File: src/ipv4dq_pkg.sv
// Package: shared types and character constants for the dotted-quad parser.
`timescale 1ns / 1ps

package ipv4dq_pkg;

  localparam logic [7:0] CHAR_ZERO = 8'h30;
  localparam logic [7:0] CHAR_NINE = 8'h39;
  localparam logic [7:0] CHAR_DOT  = 8'h2E;
  localparam logic [7:0] CHAR_END  = 8'h00;

  localparam logic [9:0] OCTET_LIMIT = 10'd256;
  localparam logic [2:0] OCTET_COUNT = 3'd4;

  typedef struct packed {
    logic [1:0]  digit_count;
    logic [9:0]  octet_value;
    logic        lead_zero;
    logic [2:0]  octet_index;
    logic [31:0] gathered_octets;
    logic        error_seen;
  } state_t;

  typedef struct packed {
    logic        last;
    logic        ok;
    logic [31:0] addr;
  } result_t;

endpackage

File: src/ipv4dq_step.sv
// Step logic: next parser state and the result for one character.
`timescale 1ns / 1ps

module ipv4dq_step (
  input  ipv4dq_pkg::state_t  state_i,
  input  logic [7:0]          char_i,
  output ipv4dq_pkg::state_t  state_o,
  output ipv4dq_pkg::result_t res_o
);

  logic [7:0]         diff;
  logic [3:0]         digit;
  logic [9:0]         value_nxt;
  logic               is_digit;
  logic               is_sep;
  ipv4dq_pkg::state_t upd;

  always_comb begin
    diff      = char_i - ipv4dq_pkg::CHAR_ZERO;
    digit     = diff[3:0];
    value_nxt = {state_i.octet_value[6:0], 3'b000} + {state_i.octet_value[8:0], 1'b0}
                + {6'd0, digit};
    is_digit  = (char_i >= ipv4dq_pkg::CHAR_ZERO) && (char_i <= ipv4dq_pkg::CHAR_NINE);
    is_sep    = (char_i == ipv4dq_pkg::CHAR_DOT) || (char_i == ipv4dq_pkg::CHAR_END);
    upd       = state_i;

    if (!state_i.error_seen) begin
      if (is_digit) begin
        if (state_i.digit_count == 2'd3) begin
          upd.error_seen = 1'b1;
        end else if (state_i.digit_count == 2'd1 && state_i.lead_zero) begin
          upd.error_seen = 1'b1;
        end else begin
          if (state_i.digit_count == 2'd0) begin
            upd.lead_zero = (digit == 4'd0);
          end
          upd.octet_value = value_nxt;
          upd.digit_count = state_i.digit_count + 2'd1;
        end
      end else if (is_sep) begin
        if (state_i.octet_index >= ipv4dq_pkg::OCTET_COUNT) begin
          upd.error_seen = 1'b1;
        end else if (state_i.digit_count == 2'd0) begin
          upd.error_seen = 1'b1;
        end else if (state_i.octet_value >= ipv4dq_pkg::OCTET_LIMIT) begin
          upd.error_seen = 1'b1;
        end else begin
          upd.gathered_octets = {state_i.gathered_octets[23:0], state_i.octet_value[7:0]};
          upd.octet_index     = state_i.octet_index + 3'd1;
          upd.digit_count     = 2'd0;
          upd.octet_value     = 10'd0;
          upd.lead_zero       = 1'b0;
        end
      end else begin
        upd.error_seen = 1'b1;
      end
    end

    res_o.last = (char_i == ipv4dq_pkg::CHAR_END);
    res_o.ok   = !upd.error_seen && (upd.octet_index == ipv4dq_pkg::OCTET_COUNT);
    res_o.addr = res_o.ok ? upd.gathered_octets : '0;
    state_o    = res_o.last ? '0 : upd;
  end

endmodule

File: src/ipv4_dotted_quad_parser_core.sv
// Top level: dotted-quad text parser with input and result registers.
//
//   channel | dir | tdata          | tuser    | note
//   in_     | in  | [7:0] char     | -        | one character per transfer
//   out_    | out | [31:0] address | success  | one transfer per zero byte
//
// One character per cycle unless a zero byte waits on a stalled output.
// Characters pass the input register into the parser state; a zero byte also loads the result.
// rst_n is synchronous and active low; it clears the parser state and both valid flags.
// A stalled result holds only the zero-byte character behind it; other characters still advance.
`timescale 1ns / 1ps

module ipv4_dotted_quad_parser_core (
  input  logic        clk,
  input  logic        rst_n,
  input  logic        in_tvalid,
  output logic        in_tready,
  input  logic [7:0]  in_tdata,   // [7:0] char_code
  output logic        out_tvalid,
  input  logic        out_tready,
  output logic [31:0] out_tdata,  // [31:0] address
  output logic        out_tuser   // [0] success
);

  logic                in_valid_r;
  logic [7:0]          in_char_r;
  ipv4dq_pkg::state_t  state_r;
  ipv4dq_pkg::state_t  state_nxt;
  ipv4dq_pkg::result_t res;
  logic                out_valid_r;
  logic [31:0]         out_addr_r;
  logic                out_ok_r;
  logic                out_free;
  logic                advance;
  logic                load_res;

  ipv4dq_step u_step (
    .state_i (state_r),
    .char_i  (in_char_r),
    .state_o (state_nxt),
    .res_o   (res)
  );

  assign out_free  = !out_valid_r || out_tready;
  assign advance   = in_valid_r && (!res.last || out_free);
  assign load_res  = advance && res.last;
  assign in_tready = !in_valid_r || advance;

  always_ff @(posedge clk) begin
    if (!rst_n) begin
      in_valid_r <= 1'b0;
    end else if (in_tready) begin
      in_valid_r <= in_tvalid;
    end
  end

  always_ff @(posedge clk) begin
    if (in_tready && in_tvalid) begin
      in_char_r <= in_tdata;
    end
  end

  always_ff @(posedge clk) begin
    if (!rst_n) begin
      state_r <= '0;
    end else if (advance) begin
      state_r <= state_nxt;
    end
  end

  always_ff @(posedge clk) begin
    if (!rst_n) begin
      out_valid_r <= 1'b0;
    end else if (load_res) begin
      out_valid_r <= 1'b1;
    end else if (out_tready) begin
      out_valid_r <= 1'b0;
    end
  end

  always_ff @(posedge clk) begin
    if (load_res) begin
      out_addr_r <= res.addr;
      out_ok_r   <= res.ok;
    end
  end

  assign out_tvalid = out_valid_r;
  assign out_tdata  = out_addr_r;
  assign out_tuser  = out_ok_r;

  a_fail_addr_zero: assert property (@(posedge clk) disable iff (!rst_n)
    (out_valid_r && !out_ok_r) |-> (out_addr_r == 32'd0))
    else $error("failed parse carries a nonzero address");

  a_clear_after_end: assert property (@(posedge clk) disable iff (!rst_n)
    load_res |=> (state_r == '0))
    else $error("parser state not cleared after end of string");

  a_index_bound: assert property (@(posedge clk) disable iff (!rst_n)
    state_r.octet_index <= ipv4dq_pkg::OCTET_COUNT)
    else $error("octet index beyond four");

  a_error_sticky: assert property (@(posedge clk) disable iff (!rst_n)
    (state_r.error_seen && !load_res) |=> state_r.error_seen)
    else $error("error flag dropped before end of string");

  a_no_overwrite: assert property (@(posedge clk) disable iff (!rst_n)
    (out_valid_r && !out_tready) |-> !load_res)
    else $error("result loaded over a stalled result");

endmodule
File: config.mk
export PLATFORM = sky130hd
export DESIGN_NAME = ipv4_dotted_quad_parser_core
export DESIGN_NICKNAME = d
export VERILOG_FILES = /design/src/ipv4dq_pkg.sv /design/src/ipv4dq_step.sv /design/src/ipv4_dotted_quad_parser_core.sv
export SDC_FILE = /design/constraint.sdc
export NUM_CORES = 1
export LEC_CHECK = 0
export BUFFER_PORTS_ARGS = -buffer_cell sky130_fd_sc_hd__buf_2
export CAP_MARGIN = 20
export CORE_MARGIN = 10
export CORE_UTILIZATION = 58
export DETAILED_ROUTE_END_ITERATION = 6
export PLACE_DENSITY = 0.79
export SYNTH_ARGS = -nofsm -noshare
export SYNTH_HDL_FRONTEND = slang
export SYNTH_SLANG_ARGS = --single-unit
File: constraint.sdc
create_clock -name clk -period 5.11 [get_ports clk]
set_input_delay 1.022 -clock clk [delete_from_list [all_inputs] [get_ports clk]]
set_output_delay 1.022 -clock clk [all_outputs]
set_load 0.03 [all_outputs]
### Word-level counts from Yosys, hierarchy flattened

Cells that the tools add are included.

| operators by class | value |
|---|---|
| shift-type cells | 0 |
| reduce and logical (&&, ||, !) cells | 21 |
| $mul | 0 |
| add/subtract/negate cells | 5 |
| mux-type cells | 20 |
| div/mod/pow operators | 0 |
| bitwise operators | 0 |
| equal/unequal tests | 11 |
| magnitude comparators | 4 |

Operator list:

| cell | count |
|---|---|
| two-way mux 48 bit | 4 |
| two-way mux 49 bit | 2 |
| two-way mux 13 bit | 3 |
| two-way mux 35 bit | 1 |
| adder 10 bit | 1 |
| adder 10 x 4 -> 10 bit | 1 |
| greater-or-equal comparator 10 x 9 -> 1 bit, second input constant | 1 |
| two-way mux 1 bit | 10 |
| != test 3 x 2 -> 1 bit, second input constant | 3 |
| != test 3 bit, second input constant | 3 |
| AND reduction 9 bit | 1 |
| == test 8 x 6 -> 1 bit, second input constant | 1 |
| greater-or-equal comparator 8 x 6 -> 1 bit, second input constant | 1 |
| <= comparator 8 x 6 -> 1 bit, second input constant | 1 |
| logical NOT 8 bit | 1 |
| AND reduction 8 bit | 1 |
| logical AND 1 bit | 6 |
| logical NOT 1 bit | 4 |
| logical NOT 4 bit | 1 |
| logical OR 1 bit | 4 |
| subtractor 4 x 1 -> 4 bit, second input constant | 1 |
| adder 3 x 1 -> 3 bit, second input constant | 1 |
| == test 3 bit, second input constant | 1 |
| greater-or-equal comparator 3 bit, second input constant | 1 |
| other kinds (7) | 7 |

| word-level totals | value |
|---|---|
| flip-flop bits (word level) | 92 |
| memory bits (read-only) | 0 |
| memories | 0 |
| RAM bits | 0 |
| output and inout bits | 35 |
| bits of input ports | 12 |
| bits in latches | 0 |
| word-level logic and storage cells | 72 |

### Longest topological paths before layout

| logic depth | value |
|---|---|
| depth in word-level cells | 9 |
| depth in mapped cells | 9 |
| mapped depth without buffers | 9 |

### Cells and area by module

Synthesis repeated with hierarchy kept, for this count alone.

| second synthesis, totals | value |
|---|---|
| cell total of the unflattened synthesis | 501 |
| area, all modules | 4,941.0 µm² |

Modules (own cells, without submodules):

| module | cells an instance | times used | area each (µm²) | seq. area each (µm²) |
|---|---|---|---|---|
| ipv4_dotted_quad_parser_core | 265 | 1 | 3,328.2 | 2,252.2 |
| ipv4dq_step | 236 | 1 | 1,612.8 | 0.0 |

### Worst setup path before layout

OpenSTA, ideal clock, no wires.

| timing path | value |
|---|---|
| path kind | input port to flip-flop |
| start point | input out_tready |
| end point | register out_addr_r[0], in the netlist out_tdata[0], enable pin |
| arrival | 2.907 ns |
| buffers on the path | 1 |
| library setup time | 0.423 ns |
| cell stages on the path | 4 |
| data required time | 4.687 ns |
| setup slack | 1.780 ns |
| cell sequence | nor2b_1 clkbuf_1 a41o_1 nor2_1 |

| on the way | value |
|---|---|
| cells in the longest elaborated chain, start to end | 4 |

RTL lines:

| what | line | source |
|---|---|---|
| start, declared | ipv4_dotted_quad_parser_core.sv:20 | `input logic out_tready,` |
| logical OR 1 bit | ipv4_dotted_quad_parser_core.sv:44 | `assign out_free = !out_valid_r \|\| out_tready;` |
| logical OR 1 bit | ipv4_dotted_quad_parser_core.sv:45 | `assign advance = in_valid_r && (!res.last \|\| out_free);` |
| logical AND 1 bit | ipv4_dotted_quad_parser_core.sv:45 |  |
| logical AND 1 bit | ipv4_dotted_quad_parser_core.sv:46 | `assign load_res = advance && res.last;` |
| named net load_res | ipv4_dotted_quad_parser_core.sv:35 | `logic load_res;` |
| end signal, assigned | ipv4_dotted_quad_parser_core.sv:83 | `out_addr_r <= res.addr;` |
| end, declared | ipv4_dotted_quad_parser_core.sv:31 | `logic [31:0] out_addr_r;` |

The timed path passes the listed nets, and every way through them passes these cells.
A chain may end at the register's enable or synchronous reset.

### Final worst setup path

| timing path | value |
|---|---|
| start point | register in_char_r[1] |
| end point | output in_tready |

| on the way | value |
|---|---|
| cells in the longest elaborated chain, start to end | 5 |

RTL lines:

| what | line | source |
|---|---|---|
| start, declared | ipv4_dotted_quad_parser_core.sv:26 | `logic [7:0] in_char_r;` |
| start signal, assigned | ipv4_dotted_quad_parser_core.sv:59 | `in_char_r <= in_tdata;` |
| logical NOT 8 bit | ipv4dq_step.sv:59 | `res_o.last = (char_i == ipv4dq_pkg::CHAR_END);` |
| logical NOT 1 bit | ipv4_dotted_quad_parser_core.sv:45 |  |
| logical OR 1 bit | ipv4_dotted_quad_parser_core.sv:45 |  |
| logical AND 1 bit | ipv4_dotted_quad_parser_core.sv:45 |  |
| logical OR 1 bit | ipv4_dotted_quad_parser_core.sv:47 | `assign in_tready = !in_valid_r \|\| advance;` |
| end, declared | ipv4_dotted_quad_parser_core.sv:17 | `output logic in_tready,` |

No other way between the ends.

==> flow_summary.ini <==
[setup_path]
crit_arrival_ns = 1.97
cp_max_fo = 7
rr_startpoint = in_char_r[3]$_DFFE_PP_
worstSetupEndpointType = primary output
cp.required_ns = 4.09
cp-start-kind = flip-flop
critical_path_class = reg2out
startpoint = in_char_r[1]$_DFFE_PP_

[finish]
nets = 483
final_cells = 551
area_growth_pct = 13.5
drive_gt1_share_pct = 17.4
antennaDiodeCount = 0

[sta]
grt_setup_unrepaired = no
clock.fmax_mhz = 334
finalSetupViolations = 0
worstMarginPinSlew_ns = 0.784
fin_skew_ns = 0.00857
drv_slew = 0
hold_viol = 0
post-route-min-period_ns = 3.00
fin_setup_tns_ns = 0
slew_headroom_pct = 47.8
fin_crit_sh_pct = 58.6

[synth]
yosys.area.top_type_share_pct = 29.4
yosysSeqAreaShare_pct = 53.7
synth_common_cells = nand2_1 (74), dfxtp_1 (51), edfxtp_1 (41), a21oi_1 (40), a22o_1 (32)
synth_area_leaders = edfxtp_1 (29%), dfxtp_1 (24%), a22o_1 (6.7%)
synth-edff-count = 41
synthesis.nets = 442
avgSynthCellArea_sq_um = 10.2
ys_warn_count = 0
postSynthCellCount = 409
yosysTopAreaCell = edfxtp_1
synth.most_common_cell = nand2_1
ys_seq_elements = 92
ys_async_sr_fraction_pct = 0
synthesis.area_sq_um = 4190
yosysUniqueCellTypes = 48
synthFlopType = dfxtp_1

[place]
port_buffers = 46
dp_cells = 533
dp_hpwl_um = 5880
place_congestion = 0.851

[cts]
cts_setup_buffers = 0
cts-root-buf = clkbuf_8
clkTransAtPathRegs_ns = 0.09
cts_resized = 0
clock_latency_ns = 0.37
cts_buffer_depth = 2
numCtsBuffers = 9
cts_sinks = 92
cts_tree = built
htreeDepth = 3
cts_hold_buffers = 0

[floorplanning]
fp.dieH_um = 105
fp-row-count = 30
core_sq_um = 6910
start_util_pct = 60.7
fp.dieW_um = 105
ioPinCount = 47
dieArea_sq_um = 11000

[routing]
initialDrtViolationCount = 135
wl_met2_um = 4390
wl_um = 8780
wl_per_cell_um = 15.9
vias_per_cell = 5.84
top_layer_used = met4
drc = 0
antenna_left = 0
num_vias = 3217
dr.pass1.iters = 4
wl_met1_um = 3800
dr_wl_met3_um = 492

[global_route]
grt_start_max_net_pins = 37
grt_pass1_wl_um = 14800
grt_antenna_before_repair = 0
grt_pass1_vias = 3024
track_usage_pct = 16.1
overflow = 0

[run]
cap_violations = 0

[outcome]
outcome = completed

[hold_path]
min_path_type = reg2reg
worstHoldStart = state_r[36]$_SDFFE_PN0P_

[power]
leakagePower_nw = 1.59
power_density_nw_per_um2 = 280
peakVddDrop_mv = 0.159
## routing by layer
metal / GRT usage, % / up-vias
met5: 0 / -
met4: 7.35 / 0
met3: 4.61 / 9
met2: 25.4 / 89
met1: 20.0 / 1550
li1: - / 1569
## final cells by class
class | count | area (sq um)
clock inverter | 7 | 83.8
multi-input combinational | 278 | 1780
inverter | 16 | 60.1
timing repair buffer | 53 | 340
tap | 96 | 120
sequential | 92 | 2250
fill | 554 | 2150
clock buffer | 9 | 124
## logic make-up after synthesis
kind of cell | synth area share [%]
buf+inv | 4.21
xor+xnor | 0.836
simple gates | 14.8
compound gates | 19.6
flops | 53.7
fa+ha+maj | 6.63
mux | 0.239
## worst max-delay path, stage by stage (launching register included)
cell and delay [ns]:
edfxtp_1 0.49, nor4_4 0.40, and3_1 0.38, nand3_1 0.13, buf_2 0.20
## path summary, 6_finish.rpt
kind                                   end  slack, ns  cells after the start
hold reg to reg   state_r[36]$_SDFFE_PN0P_       0.49                      2
hold / removal    state_r[36]$_SDFFE_PN0P_       0.49                      2
setup / recovery                 in_tready       2.11                      4
setup reg to reg  state_r[46]$_SDFFE_PN0P_       2.47                      9
## state kept, by name, indices dropped and copies added, names as in the netlist
signal and cells:
state_r 49, out_tdata 32, in_char_r 8, in_valid_r 1
out_tuser 1, out_tvalid 1
## metrics by stage
stage	total power [mW]	util [%]	area, sq um	setup WS (ns)	hold WS (ns)
floorplan	0.819	-	4190	1.78	0.435
global placement	0.831	64.7	4470	1.86	0.451
detailed placement	0.835	65.1	4500	1.73	0.454
CTS	1.34	68.1	4700	1.70	0.478
global route	1.38	68.9	4760	1.93	0.487
finish	1.33	68.9	4760	2.11	0.488
## power by group
group	switching [mW]	internal, mW	total, mW
Combinational	0.0257	0.0150	0.0407
Clock	0.278	0.234	0.513
Sequential	0.00807	0.770	0.778
Total	0.312	1.02	1.33
## cells in the final DEF, fill, tap and decap left out, types with 9 or more instances in the layout
cell,n
a21oi_1,40
a22o_1,32
buf_2,46
clkbuf_8,9
dfxtp_1,51
edfxtp_1,41
ha_1,19
inv_1,16
nand2_1,74
nand3_1,15
o21ai_0,17
Note: power is estimated with default switching activity, not from simulation.
